`config.mk`:
```
export PLATFORM = sky130hd
export DESIGN_NAME = command_token_classifier_top
export DESIGN_NICKNAME = d
export VERILOG_FILES = /design/src/sv/ctc_pkg.sv /design/src/sv/command_token_classifier_top.sv /design/src/sv/ctc_tracker.sv
export SDC_FILE = /design/constraint.sdc
export NUM_CORES = 1
export LEC_CHECK = 0
export BUFFER_PORTS_ARGS = -buffer_cell sky130_fd_sc_hd__buf_2
export CORE_MARGIN = 2
export CORE_UTILIZATION = 57
export DETAILED_ROUTE_END_ITERATION = 6
export GPL_TIMING_DRIVEN = 0
export PLACE_DENSITY = 0.82
export SLEW_MARGIN = 20
export SYNTH_ARGS = -nofsm -noshare
export SYNTH_HDL_FRONTEND = slang
export SYNTH_HIERARCHICAL = 1
export SYNTH_SLANG_ARGS = --single-unit
```
`constraint.sdc`:
```
create_clock -name clk -period 4.2 [get_ports clk]
set_input_delay 0.42 -clock clk [delete_from_list [all_inputs] [get_ports clk]]
set_output_delay 0.42 -clock clk [all_outputs]
set_load 0.005 [all_outputs]
```
`src/sv/ctc_pkg.sv`:
```
`default_nettype none

package ctc_pkg;

  // Parameter defaults
  localparam int MAX_TOKENS_DEF     = 3;
  localparam int MAX_HEX_DIGITS_DEF = 5;

  localparam int VALUE_W      = 20;
  localparam int NUM_KEYWORDS = 3;

  // Byte codes
  localparam logic [7:0] CHAR_END     = 8'h00;
  localparam logic [7:0] CHAR_SPACE   = 8'h20;
  localparam logic [7:0] CHAR_ZERO    = 8'h30;
  localparam logic [7:0] CHAR_NINE    = 8'h39;
  localparam logic [7:0] CHAR_UPPER_A = 8'h41;
  localparam logic [7:0] CHAR_UPPER_F = 8'h46;
  localparam logic [7:0] CHAR_LOWER_X = 8'h78;

  // Keyword codes
  localparam logic [1:0] KW_LOAD  = 2'd0;
  localparam logic [1:0] KW_STORE = 2'd1;
  localparam logic [1:0] KW_RESET = 2'd2;

  typedef enum logic [1:0] {
    KIND_KEYWORD = 2'd0,
    KIND_NUMBER  = 2'd1,
    KIND_STRING  = 2'd2
  } ctc_kind_t;

  typedef struct packed {
    logic               token_valid;
    logic [1:0]         token_index;
    ctc_kind_t          token_kind;
    logic [1:0]         keyword_code;
    logic [VALUE_W-1:0] number_value;
    logic               message_done;
    logic [1:0]         token_count;
  } ctc_result_t;

  function automatic logic [2:0] kw_len(input logic [1:0] code);
    case (code)
      KW_LOAD:  kw_len = 3'd4;
      KW_STORE: kw_len = 3'd5;
      KW_RESET: kw_len = 3'd5;
      default:  kw_len = 3'd0;
    endcase
  endfunction

  // Byte at position pos of keyword code; only valid for pos < kw_len(code)
  function automatic logic [7:0] kw_char(input logic [1:0] code, input logic [2:0] pos);
    logic [39:0] txt;
    case (code)
      KW_LOAD:  txt = {"load", 8'h00};
      KW_STORE: txt = "store";
      KW_RESET: txt = "reset";
      default:  txt = '0;
    endcase
    case (pos)
      3'd0:    kw_char = txt[39:32];
      3'd1:    kw_char = txt[31:24];
      3'd2:    kw_char = txt[23:16];
      3'd3:    kw_char = txt[15:8];
      3'd4:    kw_char = txt[7:0];
      default: kw_char = 8'h00;
    endcase
  endfunction

endpackage

`default_nettype wire

```
`src/sv/command_token_classifier_top.sv`:
```
// Channel | Direction | Handshake          | Payload
// in_     | input     | in_valid/in_stall   | in_character
// out_    | output    | out_valid/out_stall | out_token_valid, out_token_index, out_token_kind,
//         |           |                     | out_keyword_code, out_number_value,
//         |           |                     | out_message_done, out_token_count
//
// One byte per cycle unless stalled; a byte's result appears on out_ in the next cycle.
// Throughput is set by the single result register: a byte is taken whenever that register
// is empty or being emptied in the same cycle.
// rst_n is synchronous, active low; it clears the token state and the result valid flag.
// in_stall rises only while a result is held and out_stall is high.
`default_nettype none

module command_token_classifier_top
  import ctc_pkg::*;
#(
  parameter int MAX_TOKENS     = MAX_TOKENS_DEF,
  parameter int MAX_HEX_DIGITS = MAX_HEX_DIGITS_DEF
) (
  input  wire logic               clk,
  input  wire logic               rst_n,

  input  wire logic               in_valid,
  output logic                    in_stall,
  input  wire logic [7:0]         in_character,

  output logic                    out_valid,
  input  wire logic               out_stall,
  output logic                    out_token_valid,
  output logic [1:0]              out_token_index,
  output logic [1:0]              out_token_kind,
  output logic [1:0]              out_keyword_code,
  output logic [VALUE_W-1:0]      out_number_value,
  output logic                    out_message_done,
  output logic [1:0]              out_token_count
);

  logic        in_take;
  ctc_result_t trk_res;
  logic        trk_res_valid;

  logic        out_valid_r, out_valid_nxt;
  ctc_result_t out_res_r;

  // The result register is free if empty or being drained this cycle.
  assign in_stall = out_valid_r & out_stall;
  assign in_take  = in_valid & ~in_stall;

  // Per-token classification state and result formation
  ctc_tracker #(
    .MAX_TOKENS     (MAX_TOKENS),
    .MAX_HEX_DIGITS (MAX_HEX_DIGITS)
  ) u_tracker (
    .clk       (clk),
    .rst_n     (rst_n),
    .take      (in_take),
    .character (in_character),
    .res       (trk_res),
    .res_valid (trk_res_valid)
  );

  // Held while stalled; reloaded or emptied otherwise.
  assign out_valid_nxt = in_stall ? 1'b1 : (in_take & trk_res_valid);

  always_ff @(posedge clk) begin
    if (!rst_n) begin
      out_valid_r <= 1'b0;
    end else begin
      out_valid_r <= out_valid_nxt;
    end
  end

  // Payload: no reset, loaded only when a new result is taken
  always_ff @(posedge clk) begin
    if (in_take && trk_res_valid) begin
      out_res_r <= trk_res;
    end
  end

  assign out_valid        = out_valid_r;
  assign out_token_valid  = out_res_r.token_valid;
  assign out_token_index  = out_res_r.token_index;
  assign out_token_kind   = out_res_r.token_kind;
  assign out_keyword_code = out_res_r.keyword_code;
  assign out_number_value = out_res_r.number_value;
  assign out_message_done = out_res_r.message_done;
  assign out_token_count  = out_res_r.token_count;

endmodule

`default_nettype wire

```
`src/sv/ctc_tracker.sv`:
```
`default_nettype none

module ctc_tracker
  import ctc_pkg::*;
#(
  parameter int MAX_TOKENS     = MAX_TOKENS_DEF,
  parameter int MAX_HEX_DIGITS = MAX_HEX_DIGITS_DEF
) (
  input  wire logic        clk,
  input  wire logic        rst_n,
  input  wire logic        take,
  input  wire logic [7:0]  character,
  output ctc_result_t      res,
  output logic             res_valid
);

  localparam int POS_LIMIT = ((MAX_HEX_DIGITS + 3) > 7) ? (MAX_HEX_DIGITS + 3) : 7;
  localparam int POS_W     = $clog2(POS_LIMIT + 1);
  localparam logic [POS_W-1:0] POS_MAX = POS_W'(POS_LIMIT);
  localparam logic [POS_W-1:0] HEX_END = POS_W'(MAX_HEX_DIGITS + 2);
  localparam logic [1:0]       TOK_MAX = 2'(MAX_TOKENS);

  logic                    inside_r, inside_nxt;
  logic [1:0]              seen_r, seen_nxt;
  logic [POS_W-1:0]        pos_r, pos_nxt;
  logic [NUM_KEYWORDS-1:0] alive_r, alive_nxt;
  logic                    hex_ok_r, hex_ok_nxt;
  logic [VALUE_W-1:0]      acc_r, acc_nxt;

  // token state as seen by the incoming byte (cleared when a token opens)
  logic [POS_W-1:0]        b_pos;
  logic [NUM_KEYWORDS-1:0] b_alive;
  logic                    b_ok;
  logic [VALUE_W-1:0]      b_acc;

  // token state after the byte
  logic [POS_W-1:0]        t_pos;
  logic [NUM_KEYWORDS-1:0] t_alive;
  logic                    t_ok;
  logic [VALUE_W-1:0]      t_acc;

  logic        is_digit, is_upper_hex;
  logic [3:0]  digit;
  ctc_result_t emit_res;
  logic        kw_found;
  logic [1:0]  kw_code;

  always_comb begin
    b_pos   = inside_r ? pos_r   : '0;
    b_alive = inside_r ? alive_r : '1;
    b_ok    = inside_r ? hex_ok_r : 1'b1;
    b_acc   = inside_r ? acc_r   : '0;

    is_digit     = (character >= CHAR_ZERO) && (character <= CHAR_NINE);
    is_upper_hex = (character >= CHAR_UPPER_A) && (character <= CHAR_UPPER_F);
    digit        = is_digit ? character[3:0] : 4'(character - CHAR_UPPER_A + 8'd10);

    for (int k = 0; k < NUM_KEYWORDS; k++) begin
      t_alive[k] = b_alive[k] && (b_pos < POS_W'(kw_len(2'(k)))) &&
                   (character == kw_char(2'(k), b_pos[2:0]));
    end

    t_ok  = b_ok;
    t_acc = b_acc;
    if (b_pos == POS_W'(0)) begin
      if (character != CHAR_ZERO) t_ok = 1'b0;
    end else if (b_pos == POS_W'(1)) begin
      if (character != CHAR_LOWER_X) t_ok = 1'b0;
    end else if (!(is_digit || is_upper_hex) || (b_pos >= HEX_END)) begin
      t_ok = 1'b0;
    end else begin
      t_acc = {b_acc[VALUE_W-5:0], digit};
    end

    t_pos = (b_pos < POS_MAX) ? b_pos + POS_W'(1) : b_pos;
  end

  // classification of the token held in the state registers
  always_comb begin
    kw_found = 1'b0;
    kw_code  = KW_LOAD;
    for (int k = 0; k < NUM_KEYWORDS; k++) begin
      if (!kw_found && alive_r[k] && (pos_r == POS_W'(kw_len(2'(k))))) begin
        kw_found = 1'b1;
        kw_code  = 2'(k);
      end
    end

    emit_res.token_valid  = 1'b1;
    emit_res.token_index  = seen_r;
    emit_res.message_done = 1'b0;
    emit_res.token_count  = seen_r + 2'd1;
    emit_res.keyword_code = KW_LOAD;
    emit_res.number_value = '0;
    if (kw_found) begin
      emit_res.token_kind   = KIND_KEYWORD;
      emit_res.keyword_code = kw_code;
    end else if (hex_ok_r && (pos_r >= POS_W'(3))) begin
      emit_res.token_kind   = KIND_NUMBER;
      emit_res.number_value = acc_r;
    end else begin
      emit_res.token_kind   = KIND_STRING;
    end
  end

  always_comb begin
    inside_nxt = inside_r;
    seen_nxt   = seen_r;
    pos_nxt    = pos_r;
    alive_nxt  = alive_r;
    hex_ok_nxt = hex_ok_r;
    acc_nxt    = acc_r;

    res_valid        = 1'b0;
    res.token_valid  = 1'b0;
    res.token_index  = 2'd0;
    res.token_kind   = KIND_KEYWORD;
    res.keyword_code = KW_LOAD;
    res.number_value = '0;
    res.message_done = 1'b0;
    res.token_count  = seen_r;

    if (take) begin
      if (character == CHAR_END) begin
        res_valid = 1'b1;
        if (inside_r) res = emit_res;
        res.message_done = 1'b1;
        inside_nxt = 1'b0;
        seen_nxt   = 2'd0;
        pos_nxt    = '0;
        alive_nxt  = '1;
        hex_ok_nxt = 1'b1;
        acc_nxt    = '0;
      end else if (character == CHAR_SPACE) begin
        if (inside_r) begin
          res_valid  = 1'b1;
          res        = emit_res;
          seen_nxt   = seen_r + 2'd1;
          inside_nxt = 1'b0;
          pos_nxt    = '0;
          alive_nxt  = '1;
          hex_ok_nxt = 1'b1;
          acc_nxt    = '0;
        end
      end else if (inside_r || (seen_r < TOK_MAX)) begin
        inside_nxt = 1'b1;
        pos_nxt    = t_pos;
        alive_nxt  = t_alive;
        hex_ok_nxt = t_ok;
        acc_nxt    = t_acc;
      end
    end
  end

  always_ff @(posedge clk) begin
    if (!rst_n) begin
      inside_r <= 1'b0;
      seen_r   <= 2'd0;
      pos_r    <= '0;
      alive_r  <= '1;
      hex_ok_r <= 1'b1;
      acc_r    <= '0;
    end else begin
      inside_r <= inside_nxt;
      seen_r   <= seen_nxt;
      pos_r    <= pos_nxt;
      alive_r  <= alive_nxt;
      hex_ok_r <= hex_ok_nxt;
      acc_r    <= acc_nxt;
    end
  end

endmodule

`default_nettype wire

```
==> impl_results.rst, run 1 <==
.. list-table::
   :header-rows: 1

   * - Metric
     - Value
   * - Result of the run
     - finished clean
   * - Overall die area
     - 6420 sq um
   * - Number of antenna-violating nets in the routed design
     - 0
   * - YS warnings
     - 6
   * - Num CTS Buffers
     - 9
   * - Mapped Cells
     - 323
   * - Part of the Yosys area used for sequential elements
     - 46.7%
   * - Most used cells in the layout excluding fill and tap cells
     - 47 x sky130_fd_sc_hd__buf_2, 32 x sky130_fd_sc_hd__dfxtp_1, 30 x sky130_fd_sc_hd__edfxtp_1
   * - Final WL
     - 7550 microns
   * - Initial antenna violation count
     - 0
   * - Critical-path top delay cell
     - sky130_fd_sc_hd__or4_1
   * - Post-synthesis net count
     - 345
   * - Critical Path Max Stage Delay
     - 510 ps
   * - FFs w/ async S/R, synth
     - 0%
   * - Data required time at the worst endpoint
     - 4390 ps
   * - Global placer's final weighted congestion
     - 0.907
   * - Crit-path cells
     - clkbuf_1 > buf_2 > buf_1 > nand2_1 > ha_1 > or4_1 > and3_4 > a2111oi_0 > a311o_1 > o211ai_1
   * - First-pass iteration count of the detailed router
     - 5
   * - Die width
     - 80.1 microns
   * - Routed via count
     - 2771
   * - Netlist cell types
     - 73
   * - GRT Total Usage
     - 25.5%
   * - Origin of the worst setup path
     - u_tracker/inside_r$_SDFFE_PN0P_
   * - FF-to-FF setup slack
     - 490 ps
   * - Vias in the first global route
     - 2634
   * - H-tree Lvls
     - 3
   * - Critical path launch point type
     - register
   * - Fraction of the cycle the final worst path needs
     - 88.3%
   * - Clock latency of the later-clocked register in the worst-skew pair
     - 350 ps
   * - Capture instance of the worst register-to-register path
     - u_tracker/acc_r[2]$_SDFFE_PN0P_
   * - CTS tree
     - built
   * - Port Buffers
     - 41
   * - Post-cts resize count
     - 0
   * - Minimum clock period after layout
     - 3710 ps
   * - Buffers inserted during post-CTS setup optimization
     - 0
   * - Most common cell after layout, fill and taps aside
     - sky130_fd_sc_hd__buf_2
   * - Final routed wire length divided by cell count
     - 16.7 microns
   * - Top cell type by total area after synthesis
     - sky130_fd_sc_hd__edfxtp_1
   * - Synth top area cells
     - sky130_fd_sc_hd__edfxtp_1 27%, sky130_fd_sc_hd__dfxtp_1 19%, sky130_fd_sc_hd__a22o_1 4.5%, sky130_fd_sc_hd__and2_1 4.4%, sky130_fd_sc_hd__ha_1 3.8%
   * - RSZ-0062 raised after global routing
     - no
   * - Worst path arrival time
     - 3900 ps
   * - Pleak
     - 1.53 nW
   * - Hold-critical path endpoint
     - out_valid$_SDFF_PN0_
   * - Nets
     - 397
   * - Root Buffer
     - sky130_fd_sc_hd__clkbuf_8
   * - Number of cell rows
     - 27
   * - Hold path startpoint
     - out_stall
   * - CTS clk-pin slew, worst paths
     - 70 ps
   * - Highest Clock Rate
     - 270 MHz
   * - Number of cell instances on the worst register-to-register path
     - 10
   * - Max FO, Critical Path
     - 10
   * - Congestion Overflow GR
     - 0
   * - Clock Sinks
     - 62
   * - Final setup viols
     - 0
   * - First-pass GRT wire length
     - 12600 microns
   * - Aggregate negative setup slack
     - 0 ps
   * - Antenna diode count
     - 0
   * - Worst rel slew slack
     - 46.4%
   * - Bufs on Longest Clock Path
     - 2
   * - Post-Syn Area
     - 3300 sq um
   * - Clock skew
     - 13.0 ps
   * - Ports placed on the boundary
     - 44
   * - Placeable core area
     - 5540 sq um
   * - DR DRC count
     - 0
   * - Max-cap violation count
     - 0
   * - Power per unit of standard cell area
     - 357 nW/um^2
   * - Critical Path End Type
     - register
   * - Number of enable flip-flop cells after synthesis
     - 30
   * - Area added between synthesis and finish
     - 16.1%
   * - Worst Tran Pin Value
     - 803 ps
   * - Worst reg2reg path startpoint
     - u_tracker/inside_r$_SDFFE_PN0P_
   * - Inst Count DP
     - 436
   * - Post-detailed-route via-to-cell ratio
     - 6.13
   * - Post-Synthesis Mean Instance Area
     - 10.2 sq um
   * - Predominant post-synthesis flop cell
     - sky130_fd_sc_hd__dfxtp_1
   * - DP Wirelength
     - 5370 microns
   * - Synth Register Bits
     - 62
   * - Fin. Hold Viols
     - 0
   * - Worst vdd rail ir drop
     - 0.242 mV
   * - Worst hold path stage count
     - 3
   * - Maximum number of pins on one net before global-route repair
     - 31
   * - Die span in y
     - 80.1 microns
   * - Area fraction of the dominant cell type after synthesis
     - 27.3%
   * - Share of cells above drive strength 1
     - 25.3%
   * - Fin. max-slew vios
     - 0
   * - Starting utilization of the core area
     - 59.6%
   * - Sum of internal, switching and leakage power
     - 1.37 mW
   * - Final hold slack
     - 368 ps
   * - Setup CP Type
     - reg -> reg
   * - Final non-filler cell total
     - 452
   * - Number of hold buffers added after cts
     - 0
   * - Starting DRT DRC Count
     - 257
   * - Worst min-delay path category
     - in -> reg
==> stage by stage <==
stage	area (sq um)	util [%]	setup WS, ps
floorplan	3300	-	1140
global placement	3600	64.9	359
detailed placement	3600	65.0	707
CTS	3830	69.2	638
global route	3830	69.2	388
finish	3830	69.2	491
==> cell families (layout without fill, tap and decap cells) <==
group                      count (synthesis)  after routing  synth area share, %
DFF                                       62             62                 46.7
adders and majority gates                 10             10                 3.79
buffers and inverters                     34             91                 4.89
muxes                                      3              3                 1.02
AOI/OAI and AO/OA                         94             94                 22.0
and+or+nand+nor                          116            116                 20.5
xor gates and xnor gates                   4              4                 1.06
==> flip-flops by register name, indices dropped and copies added (netlist names) <==
name / count
out_token_count: 2
u_tracker/inside_r: 1
out_valid: 1
u_tracker/acc_r: 20
out_message_done: 1
u_tracker/seen_r: 2
out_token_index: 2
out_token_valid: 1
u_tracker/hex_ok_r: 1
u_tracker/pos_r: 4
u_tracker/alive_r: 3
out_token_kind: 2
out_number_value: 20
out_keyword_code: 2
==> critical path: cells and delay by family, from the launching register on <==
kind	cells	cell delay, ps
simple gates	3	950
flops	1	340
compound gates	3	790
buf+inv	3	1180
fa+ha+maj	1	290
==> cell type report <==
cell class	count	area [sq um]
Tap cell	72	90.1
Clock inverter	6	92.6
Inverter	15	56.3
Timing Repair Buffer	41	205
Clock buffer	10	138
Fill cell	431	1710
Sequential cell	62	1540
Multi-Input combinational cell	227	1610
Buffer	19	105
==> routing by layer <==
| layer | part of all wire, % | global-route usage [%] |
|---|---|---|
| met1 | 44 | 33.8 |
| met2 | 46 | 41.0 |
| met3 | 8.3 | 5.51 |
| met4 | 2.1 | 9.32 |
| met5 | 0 | 0 |
==> Yosys cell counts (4+ instances only) <==
| library cell | n |
|---|---|
| sky130_fd_sc_hd__dfxtp_1 | 32 |
| sky130_fd_sc_hd__edfxtp_1 | 30 |
| sky130_fd_sc_hd__nand2_1 | 25 |
| sky130_fd_sc_hd__and2_1 | 23 |
| sky130_fd_sc_hd__a22o_1 | 17 |
| sky130_fd_sc_hd__a21oi_1 | 15 |
| sky130_fd_sc_hd__inv_1 | 14 |
| sky130_fd_sc_hd__nor2_1 | 13 |
| sky130_fd_sc_hd__o21ai_0 | 11 |
| sky130_fd_sc_hd__ha_1 | 10 |
| sky130_fd_sc_hd__nand3_1 | 9 |
| sky130_fd_sc_hd__clkbuf_1 | 7 |
| sky130_fd_sc_hd__buf_2 | 6 |
| sky130_fd_sc_hd__nor3_1 | 6 |
| sky130_fd_sc_hd__a211oi_1 | 5 |
| sky130_fd_sc_hd__and3_1 | 4 |
| sky130_fd_sc_hd__or2_2 | 4 |
==> how the worst max path moves through the flow <==
| stage | slack, ps | end |
|---|---|---|
| after floorplan | 1140 | out_keyword_code[0]$_DFFE_PP_ |
| after global placement | 360 | out_number_value[5]$_DFFE_PP_ |
| after detailed placement | 710 | u_tracker/acc_r[16]$_SDFFE_PN0P_ |
| after CTS | 640 | u_tracker/acc_r[2]$_SDFFE_PN0P_ |
| after global routing | 390 | u_tracker/acc_r[2]$_SDFFE_PN0P_ |
| final | 490 | u_tracker/acc_r[2]$_SDFFE_PN0P_ |
==> where the power goes <==
group | total (mW) | internal, mW | leakage (nW) | switching (mW)
Combinational | 0.125 | 0.0463 | 0.874 | 0.0791
Sequential | 0.640 | 0.634 | 0.543 | 0.00603
Clock | 0.601 | 0.354 | 0.110 | 0.247
Total | 1.37 | 1.03 | 1.53 | 0.332
Power figures use the tool's default switching activity.
==> inputs of run 2 (changes only) <==
- CTS_CLUSTER_DIAMETER: default -> 200
- SYNTH_HIERARCHICAL: 1 -> default
==> impl_results.rst, run 2 <==
.. list-table::
   :header-rows: 1

   * - Metric
     - Value
   * - Result of the run
     - finished clean
   * - Data required time at the worst endpoint
     - 4440 ps (+50 ps)
   * - Highest Clock Rate
     - 335 MHz (+24%)
   * - Starting utilization of the core area
     - 58.5% (-1.1 points)
   * - Predominant post-synthesis flop cell
     - sky130_fd_sc_hd__dfxtp_1
   * - GRT Total Usage
     - 23.9% (-1.6 points)
   * - Pleak
     - 1.43 nW (-6.6%)
   * - RSZ-0062 raised after global routing
     - no
   * - Fraction of the cycle the final worst path needs
     - 71.0% (-17 points)
   * - Minimum clock period after layout
     - 2980 ps (-725 ps)
   * - Post-cts resize count
     - 0 (unchanged)
   * - Routed via count
     - 2621 (-5.4%)
   * - Most used cells in the layout excluding fill and tap cells
     - 44 x sky130_fd_sc_hd__buf_2, 32 x sky130_fd_sc_hd__dfxtp_1, 30 x sky130_fd_sc_hd__edfxtp_1
   * - Nets
     - 380 (-4.3%)
   * - Origin of the worst setup path
     - u_tracker.pos_r[0]$_SDFFE_PN0P_
   * - Number of hold buffers added after cts
     - 0 (unchanged)
   * - Number of enable flip-flop cells after synthesis
     - 30 (unchanged)
   * - Power per unit of standard cell area
     - 325 nW/um^2 (-8.8%)
   * - Share of cells above drive strength 1
     - 20.4% (-4.9 points)
   * - Setup CP Type
     - reg -> reg
   * - Final WL
     - 7000 microns (-7.3%)
   * - FFs w/ async S/R, synth
     - 0% (unchanged)
   * - Die width
     - 78.7 microns (-1.7%)
   * - Number of cell rows
     - 27 (unchanged)
   * - Max FO, Critical Path
     - 10 (unchanged)
   * - Final routed wire length divided by cell count
     - 16.1 microns (-3.7%)
   * - Ports placed on the boundary
     - 44 (unchanged)
   * - Buf/Inv on CP
     - 4 (+1)
   * - Critical Path Max Stage Delay
     - 430 ps (-80 ps)
   * - Bufs on Longest Clock Path
     - 2 (unchanged)
   * - Clock Sinks
     - 62 (unchanged)
   * - Clock skew
     - 9.02 ps (-4.01 ps)
   * - Area added between synthesis and finish
     - 15.1%
   * - H-tree Lvls
     - 3 (unchanged)
   * - Buffers inserted during post-CTS setup optimization
     - 0 (unchanged)
   * - Fin. Hold Viols
     - 0 (unchanged)
   * - Maximum number of pins on one net before global-route repair
     - 15 (-52%)
   * - Fin. max-slew vios
     - 0 (unchanged)
   * - Initial antenna violation count
     - 0 (unchanged)
   * - Max-cap violation count
     - 0 (unchanged)
   * - Overall die area
     - 6200 sq um (-3.4%)
   * - First-pass iteration count of the detailed router
     - 6 (+1)
   * - Mapped Cells
     - 304 (-5.9%)
   * - Area fraction of the dominant cell type after synthesis
     - 28.3% (+1.0 points)
   * - Cell family with the largest share of critical-path delay
     - buffers and inverters
   * - DP Wirelength
     - 5000 microns (-6.9%)
   * - Post-Synthesis Mean Instance Area
     - 10.5 sq um (+2.4%)
   * - CTS tree
     - built
   * - Post-synthesis net count
     - 326 (-5.5%)
   * - Post-Syn Area
     - 3180 sq um (-3.6%)
   * - Congestion Overflow GR
     - 0 (unchanged)
   * - Worst path arrival time
     - 3220 ps (-680 ps)
   * - Worst Tran Pin Value
     - 530 ps (-273 ps)
   * - Worst vdd rail ir drop
     - 0.190 mV (-22%)
   * - Part of the Yosys area used for sequential elements
     - 48.4% (+1.7 points)
   * - Synth top area cells
     - sky130_fd_sc_hd__edfxtp_1 28%, sky130_fd_sc_hd__dfxtp_1 20%, sky130_fd_sc_hd__a22o_1 5.5%, sky130_fd_sc_hd__and2_1 4.5%, sky130_fd_sc_hd__ha_1 3.9%
   * - Most frequent cell after synthesis
     - sky130_fd_sc_hd__dfxtp_1
   * - Root Buffer
     - sky130_fd_sc_hd__clkbuf_8
   * - Cell with the most instances on the worst path
     - sky130_fd_sc_hd__clkbuf_1
   * - Count of filler cells inserted in the layout
     - 442 (+2.6%)
   * - Worst rel slew slack
     - 64.4% (+18 points)
   * - Die span in y
     - 78.7 microns (-1.7%)
   * - Number of antenna-violating nets in the routed design
     - 0 (unchanged)
   * - Antenna diode count
     - 0 (unchanged)
   * - Critical path launch point type
     - register
   * - DR DRC count
     - 0 (unchanged)
   * - Critical-path top delay cell
     - sky130_fd_sc_hd__clkbuf_1
   * - First-pass GRT wire length
     - 11300 microns (-11%)
   * - CTS clk-pin slew, worst paths
     - 60 ps (about the same)
   * - Most numerous cell types in the synthesized netlist
     - 32 x sky130_fd_sc_hd__dfxtp_1, 30 x sky130_fd_sc_hd__edfxtp_1, 23 x sky130_fd_sc_hd__and2_1
   * - Global placer's final weighted congestion
     - 0.890 (-1.8%)
   * - Most common cell after layout, fill and taps aside
     - sky130_fd_sc_hd__buf_2
   * - Starting DRT DRC Count
     - 235 (-8.6%)
   * - Aggregate negative setup slack
     - 0 ps (unchanged)
   * - Synth Register Bits
     - 62 (unchanged)
   * - Netlist cell types
     - 68 (-6.8%)
   * - Hold path startpoint
     - rst_n
   * - Top cell type by total area after synthesis
     - sky130_fd_sc_hd__edfxtp_1
   * - Port Buffers
     - 41 (unchanged)
   * - Critical Path End Type
     - register
   * - Crit-path cells
     - clkbuf_1 > nand2_1 > inv_1 > ha_1 > clkbuf_1 > o21bai_1 > a21oi_1 > o211ai_1 > nor2_1 > clkbuf_1 > a22o_1
   * - Final setup viols
     - 0 (unchanged)
   * - Clock latency of the later-clocked register in the worst-skew pair
     - 350 ps (about the same)
   * - Vias in the first global route
     - 2333 (-11%)
   * - Worst reg2reg path startpoint
     - u_tracker.pos_r[0]$_SDFFE_PN0P_
   * - Worst min-delay path category
     - in -> reg
   * - Post-detailed-route via-to-cell ratio
     - 6.03 (-1.7%)
   * - Num CTS Buffers
     - 9 (unchanged)
   * - Sum of internal, switching and leakage power
     - 1.19 mW (-13%)
   * - YS warnings
     - 0 (-6)
   * - Placeable core area
     - 5440 sq um (-1.8%)
## run 2: changes by cell type after synthesis, sizes merged, moves of 4 or more
cell	delta
nand2	-9
o21ai	-6
buf	-5
a211oi	-4
clkbuf	+4
nand3	-4
nor4b	-4
xnor2	+4
## run 2: logic make-up (layout without fill, tap and decap cells)
| family | after synthesis | count (layout) | share of synthesized area [%] |
|---|---|---|---|
| XOR/XNOR | 7 | 7 | 1.93 |
| multiplexers | 5 | 5 | 1.69 |
| AO/OA/AOI/OAI | 88 | 88 | 20.8 |
| adder cells (fa/ha/maj) | 10 | 10 | 3.93 |
| AND/OR/NAND/NOR | 102 | 102 | 18.9 |
| flip-flops | 62 | 62 | 48.4 |
| buffers and inverters | 30 | 89 | 4.25 |
## run 2: area by class of cell
| class | instances | area, sq um | area share [%] |
|---|---|---|---|
| inverters | 12 | 45.0 | 1.23 |
| clock buffers | 10 | 128 | 3.49 |
| repair buffers | 43 | 224 | 6.12 |
| well taps | 72 | 90.1 | 2.46 |
| flip-flops and latches | 62 | 1540 | 42.1 |
| clock inverters | 6 | 37.5 | 1.03 |
| plain buffers | 18 | 90.1 | 2.46 |
| multi-input cells | 212 | 1510 | 41.1 |
## run 2: metrics by stage
stage | std cells | setup slack (ps) | hold slack, ps | utilization [%] | area (sq um)
floorplan | 304 | 800 | 434 | - | 3180
global placement | 417 | 108 | 449 | 63.9 | 3480
detailed placement | 419 | 1120 | 449 | 64.3 | 3500
CTS | 435 | 1260 | 362 | 67.3 | 3660
global route | 435 | 932 | 381 | 67.3 | 3660
finish | 435 | 1220 | 375 | 67.3 | 3660
## run 2: metal layers
metal,track usage [%],vias up,routed length (microns)
met5,0,-,0
met4,12.6,0,164
met3,6.14,20,533
met2,36.1,125,3120
met1,31.8,1218,3180
li1,-,1258,-
## run 2: path summary, 6_finish.rpt
kind         cells past startpoint                                to  slack (ps)
min                              2   u_tracker.pos_r[0]$_SDFFE_PN0P_         370
max reg2reg                     11   u_tracker.acc_r[8]$_SDFFE_PN0P_        1220
max                             11   u_tracker.acc_r[8]$_SDFFE_PN0P_        1220
min reg2reg                      1  u_tracker.acc_r[18]$_SDFFE_PN0P_         470
## run 2: power breakdown
part / leakage (nW) / switching [mW] / internal (mW)
Sequential: 0.533 / 0.00777 / 0.634
Clock: 0.0801 / 0.229 / 0.211
Combinational: 0.812 / 0.0659 / 0.0425
Total: 1.43 / 0.302 / 0.888
==> inputs of run 3 (changes only) <==
- CORE_UTILIZATION: 57 -> 52
- PLACE_DENSITY: 0.82 -> 0.79
- clock period: 4.2 -> 2.67 ns (I/O delays scaled with it)
==> impl_results.rst, run 3 (synthesized netlist as in run 2, its figures left out) <==
.. list-table::
   :header-rows: 1

   * - Metric
     - Value
   * - Buffers inserted during post-CTS setup optimization
     - 0 (unchanged)
   * - Post-place instance area
     - 3560 sq um (+1.8%)
   * - Data required time at the worst endpoint
     - 2900 ps (-1540 ps)
   * - H-tree Lvls
     - 3 (unchanged)
   * - Area added between synthesis and finish
     - 18.1%
   * - Cell family with the largest share of critical-path delay
     - compound AO/OA/AOI/OAI gates
   * - Port Buffers
     - 41 (unchanged)
   * - Critical Path Max Stage Delay
     - 350 ps (-80 ps)
   * - DR DRC count
     - 0 (unchanged)
   * - Final design area excluding fillers
     - 3760 sq um (+2.7%)
   * - Bufs on Longest Clock Path
     - 2 (unchanged)
   * - Pleak
     - 1.48 nW (+3.5%)
   * - Number of hold buffers added after cts
     - 0 (unchanged)
   * - Die width
     - 82.2 microns (+4.5%)
   * - Critical path launch point type
     - register
   * - Starting DRT DRC Count
     - 188 (-20%)
   * - Highest Clock Rate
     - 399 MHz (+19%)
   * - Buf/Inv on CP
     - 3 (-1)
   * - Clock skew
     - 7.45 ps (-1.57 ps)
   * - Final setup viols
     - 0 (unchanged)
   * - Worst vdd rail ir drop
     - 0.418 mV (+120%)
   * - FF-to-FF setup slack
     - 160 ps (-1050 ps)
   * - RSZ-0062 raised after global routing
     - no
   * - Count of cell instances traversed by the critical path
     - 10 (-1)
   * - CTS tree
     - built
   * - Setup CP Type
     - reg -> reg
   * - Final WL
     - 7140 microns (+2.1%)
   * - Power per unit of standard cell area
     - 535 nW/um^2 (+64%)
   * - Placeable core area
     - 5920 sq um (+8.9%)
   * - Minimum clock period after layout
     - 2510 ps (-476 ps)
   * - Initial antenna violation count
     - 0 (unchanged)
   * - CTS clk-pin slew, worst paths
     - 70 ps (about the same)
   * - Max FO, Critical Path
     - 10 (unchanged)
   * - Maximum number of pins on one net before global-route repair
     - 15 (unchanged)
   * - Routed via count
     - 2615 (-0.23%)
   * - Met1 usage in global routing
     - 31.2% (-0.60 points)
   * - Most used cells in the layout excluding fill and tap cells
     - 44 x sky130_fd_sc_hd__buf_2, 31 x sky130_fd_sc_hd__dfxtp_1, 30 x sky130_fd_sc_hd__edfxtp_1
   * - First-pass iteration count of the detailed router
     - 6 (unchanged)
   * - Root Buffer
     - sky130_fd_sc_hd__clkbuf_8
   * - Final hold slack
     - 235 ps (-140 ps)
   * - Num CTS Buffers
     - 9 (unchanged)
   * - Overall die area
     - 6760 sq um (+9.1%)
   * - Final non-filler cell total
     - 437 (+0.46%)
   * - Hold path startpoint
     - rst_n
   * - Fraction of met3 tracks used by global routing
     - 6.52% (+0.39 points)
   * - Grt peak-use layer
     - met2
   * - Hold-critical path endpoint
     - u_tracker.pos_r[0]$_SDFFE_PN0P_
   * - Global placer's final weighted congestion
     - 0.887 (-0.36%)
   * - Antenna diode count
     - 0 (unchanged)
   * - Final routed wire length divided by cell count
     - 16.3 microns (+1.6%)
   * - Number of cell rows
     - 28 (+3.7%)
   * - Clock latency of the later-clocked register in the worst-skew pair
     - 340 ps (about the same)
   * - Die span in y
     - 82.2 microns (+4.5%)
   * - Ports placed on the boundary
     - 44 (unchanged)
   * - Post-detailed-route via-to-cell ratio
     - 5.98 (-0.69%)
   * - Worst min-delay path category
     - in -> reg
   * - Crit-path cells
     - clkbuf_2 > nand2_1 > inv_1 > ha_2 > o21bai_1 > a21oi_1 > o211ai_1 > a32o_2 > buf_4 > a22o_1
   * - Critical-path top delay cell
     - sky130_fd_sc_hd__dfxtp_1
   * - Global routing usage on met2
     - 33.2% (-2.8 points)
   * - First-pass GRT wire length
     - 11500 microns (+1.8%)
   * - Critical Path End Type
     - register
   * - Worst reg2reg path startpoint
     - u_tracker.pos_r[0]$_SDFFE_PN0P_
   * - Worst rel slew slack
     - 61.3% (-3.1 points)
   * - Share of cells above drive strength 1
     - 24.6% (+4.2 points)
   * - Most common cell after layout, fill and taps aside
     - sky130_fd_sc_hd__buf_2
   * - Fin. max-slew vios
     - 0 (unchanged)
   * - Inst Count DP
     - 422 (+0.72%)
   * - Aggregate negative setup slack
     - 0 ps (unchanged)
   * - Worst Tran Pin Value
     - 572 ps (+42.6 ps)
   * - Number of antenna-violating nets in the routed design
     - 0 (unchanged)
   * - Congestion Overflow GR
     - 0 (unchanged)
   * - Result of the run
     - finished clean
   * - Fraction of the cycle the final worst path needs
     - 93.9% (+23 points)
   * - Count of filler cells inserted in the layout
     - 479 (+8.4%)
   * - DP Wirelength
     - 5220 microns (+4.3%)
   * - Capture instance of the worst register-to-register path
     - u_tracker.acc_r[2]$_SDFFE_PN0P_
   * - Starting utilization of the core area
     - 53.7% (-4.8 points)
   * - Max-cap violation count
     - 0 (unchanged)
   * - GRT Total Usage
     - 22.8% (-1.2 points)
   * - Nets
     - 379 (-0.26%)
   * - Number of cell instances on the worst register-to-register path
     - 10 (-1)
   * - Fin. Hold Viols
     - 0 (unchanged)
   * - Vias in the first global route
     - 2397 (+2.7%)
   * - Worst path arrival time
     - 2740 ps (-480 ps)
   * - Clock Sinks
     - 62 (unchanged)
   * - Worst hold path stage count
     - 2 (unchanged)
==> run 3: final cells by class <==
| type | count | area (sq um) | area share (%) |
|---|---|---|---|
| tap | 75 | 93.8 | 2.50 |
| clock inverter | 7 | 72.6 | 1.93 |
| buffer | 17 | 123 | 3.26 |
| sequential | 62 | 1540 | 41.0 |
| timing repair buffer | 43 | 224 | 5.96 |
| clock buffer | 9 | 124 | 3.30 |
| inverter | 12 | 55.1 | 1.46 |
| multi-input combinational | 212 | 1520 | 40.5 |
==> run 3: stage by stage <==
step	power [mW]	worst slack, ps	util (%)
4_1_cts	2.01	13.0	63.5
3_5_place_dp	1.21	-197	60.1
6_report	2.01	162	63.5
3_3_place_gp	1.21	-945	59.8
2_1_floorplan	1.16	-379	-
5_1_grt	2.08	64.7	63.5
==> run 3: report_power, final <==
part | internal, mW | leakage, nW | switching [mW]
registers | 0.997 | 0.533 | 0.0126
logic | 0.0753 | 0.846 | 0.108
clock network | 0.433 | 0.0960 | 0.383
==> run 3: how the worst max path moves through the flow <==
stage                                     from                          endpoint  slack, ps
4_1_cts        u_tracker.pos_r[0]$_SDFFE_PN0P_   u_tracker.acc_r[2]$_SDFFE_PN0P_         10
5_1_grt        u_tracker.pos_r[0]$_SDFFE_PN0P_  u_tracker.acc_r[15]$_SDFFE_PN0P_         60
2_1_floorplan                  in_character[1]  u_tracker.acc_r[16]$_SDFFE_PN0P_       -380
3_5_place_dp   u_tracker.pos_r[0]$_SDFFE_PN0P_  u_tracker.acc_r[16]$_SDFFE_PN0P_       -200
6_report       u_tracker.pos_r[0]$_SDFFE_PN0P_   u_tracker.acc_r[2]$_SDFFE_PN0P_        160
3_3_place_gp                   in_character[0]  u_tracker.acc_r[18]$_SDFFE_PN0P_       -950
==> run 3: per-layer routing <==
layer  part of all wire [%]  wire (microns)
met1                     45            3190
met2                     44            3160
met3                    8.1             576
met4                    3.0             217
met5                      0               0
==> run 3: worst reg2reg max path, stage by stage, from the launching register on <==
cell,delay (ps)
sky130_fd_sc_hd__dfxtp_1,350
sky130_fd_sc_hd__clkbuf_2,220
sky130_fd_sc_hd__nand2_1,180
sky130_fd_sc_hd__inv_1,110
sky130_fd_sc_hd__ha_2,260
sky130_fd_sc_hd__o21bai_1,230
sky130_fd_sc_hd__a21oi_1,200
sky130_fd_sc_hd__o211ai_1,170
sky130_fd_sc_hd__a32o_2,330
sky130_fd_sc_hd__buf_4,180
sky130_fd_sc_hd__a22o_1,180
==> run 3: repair_timing <==
action | 4_1_cts | 5_1_grt
gates resized for setup | 5 | 1
cloned | 0 | 0
setup endpoints to repair | 21 | 20
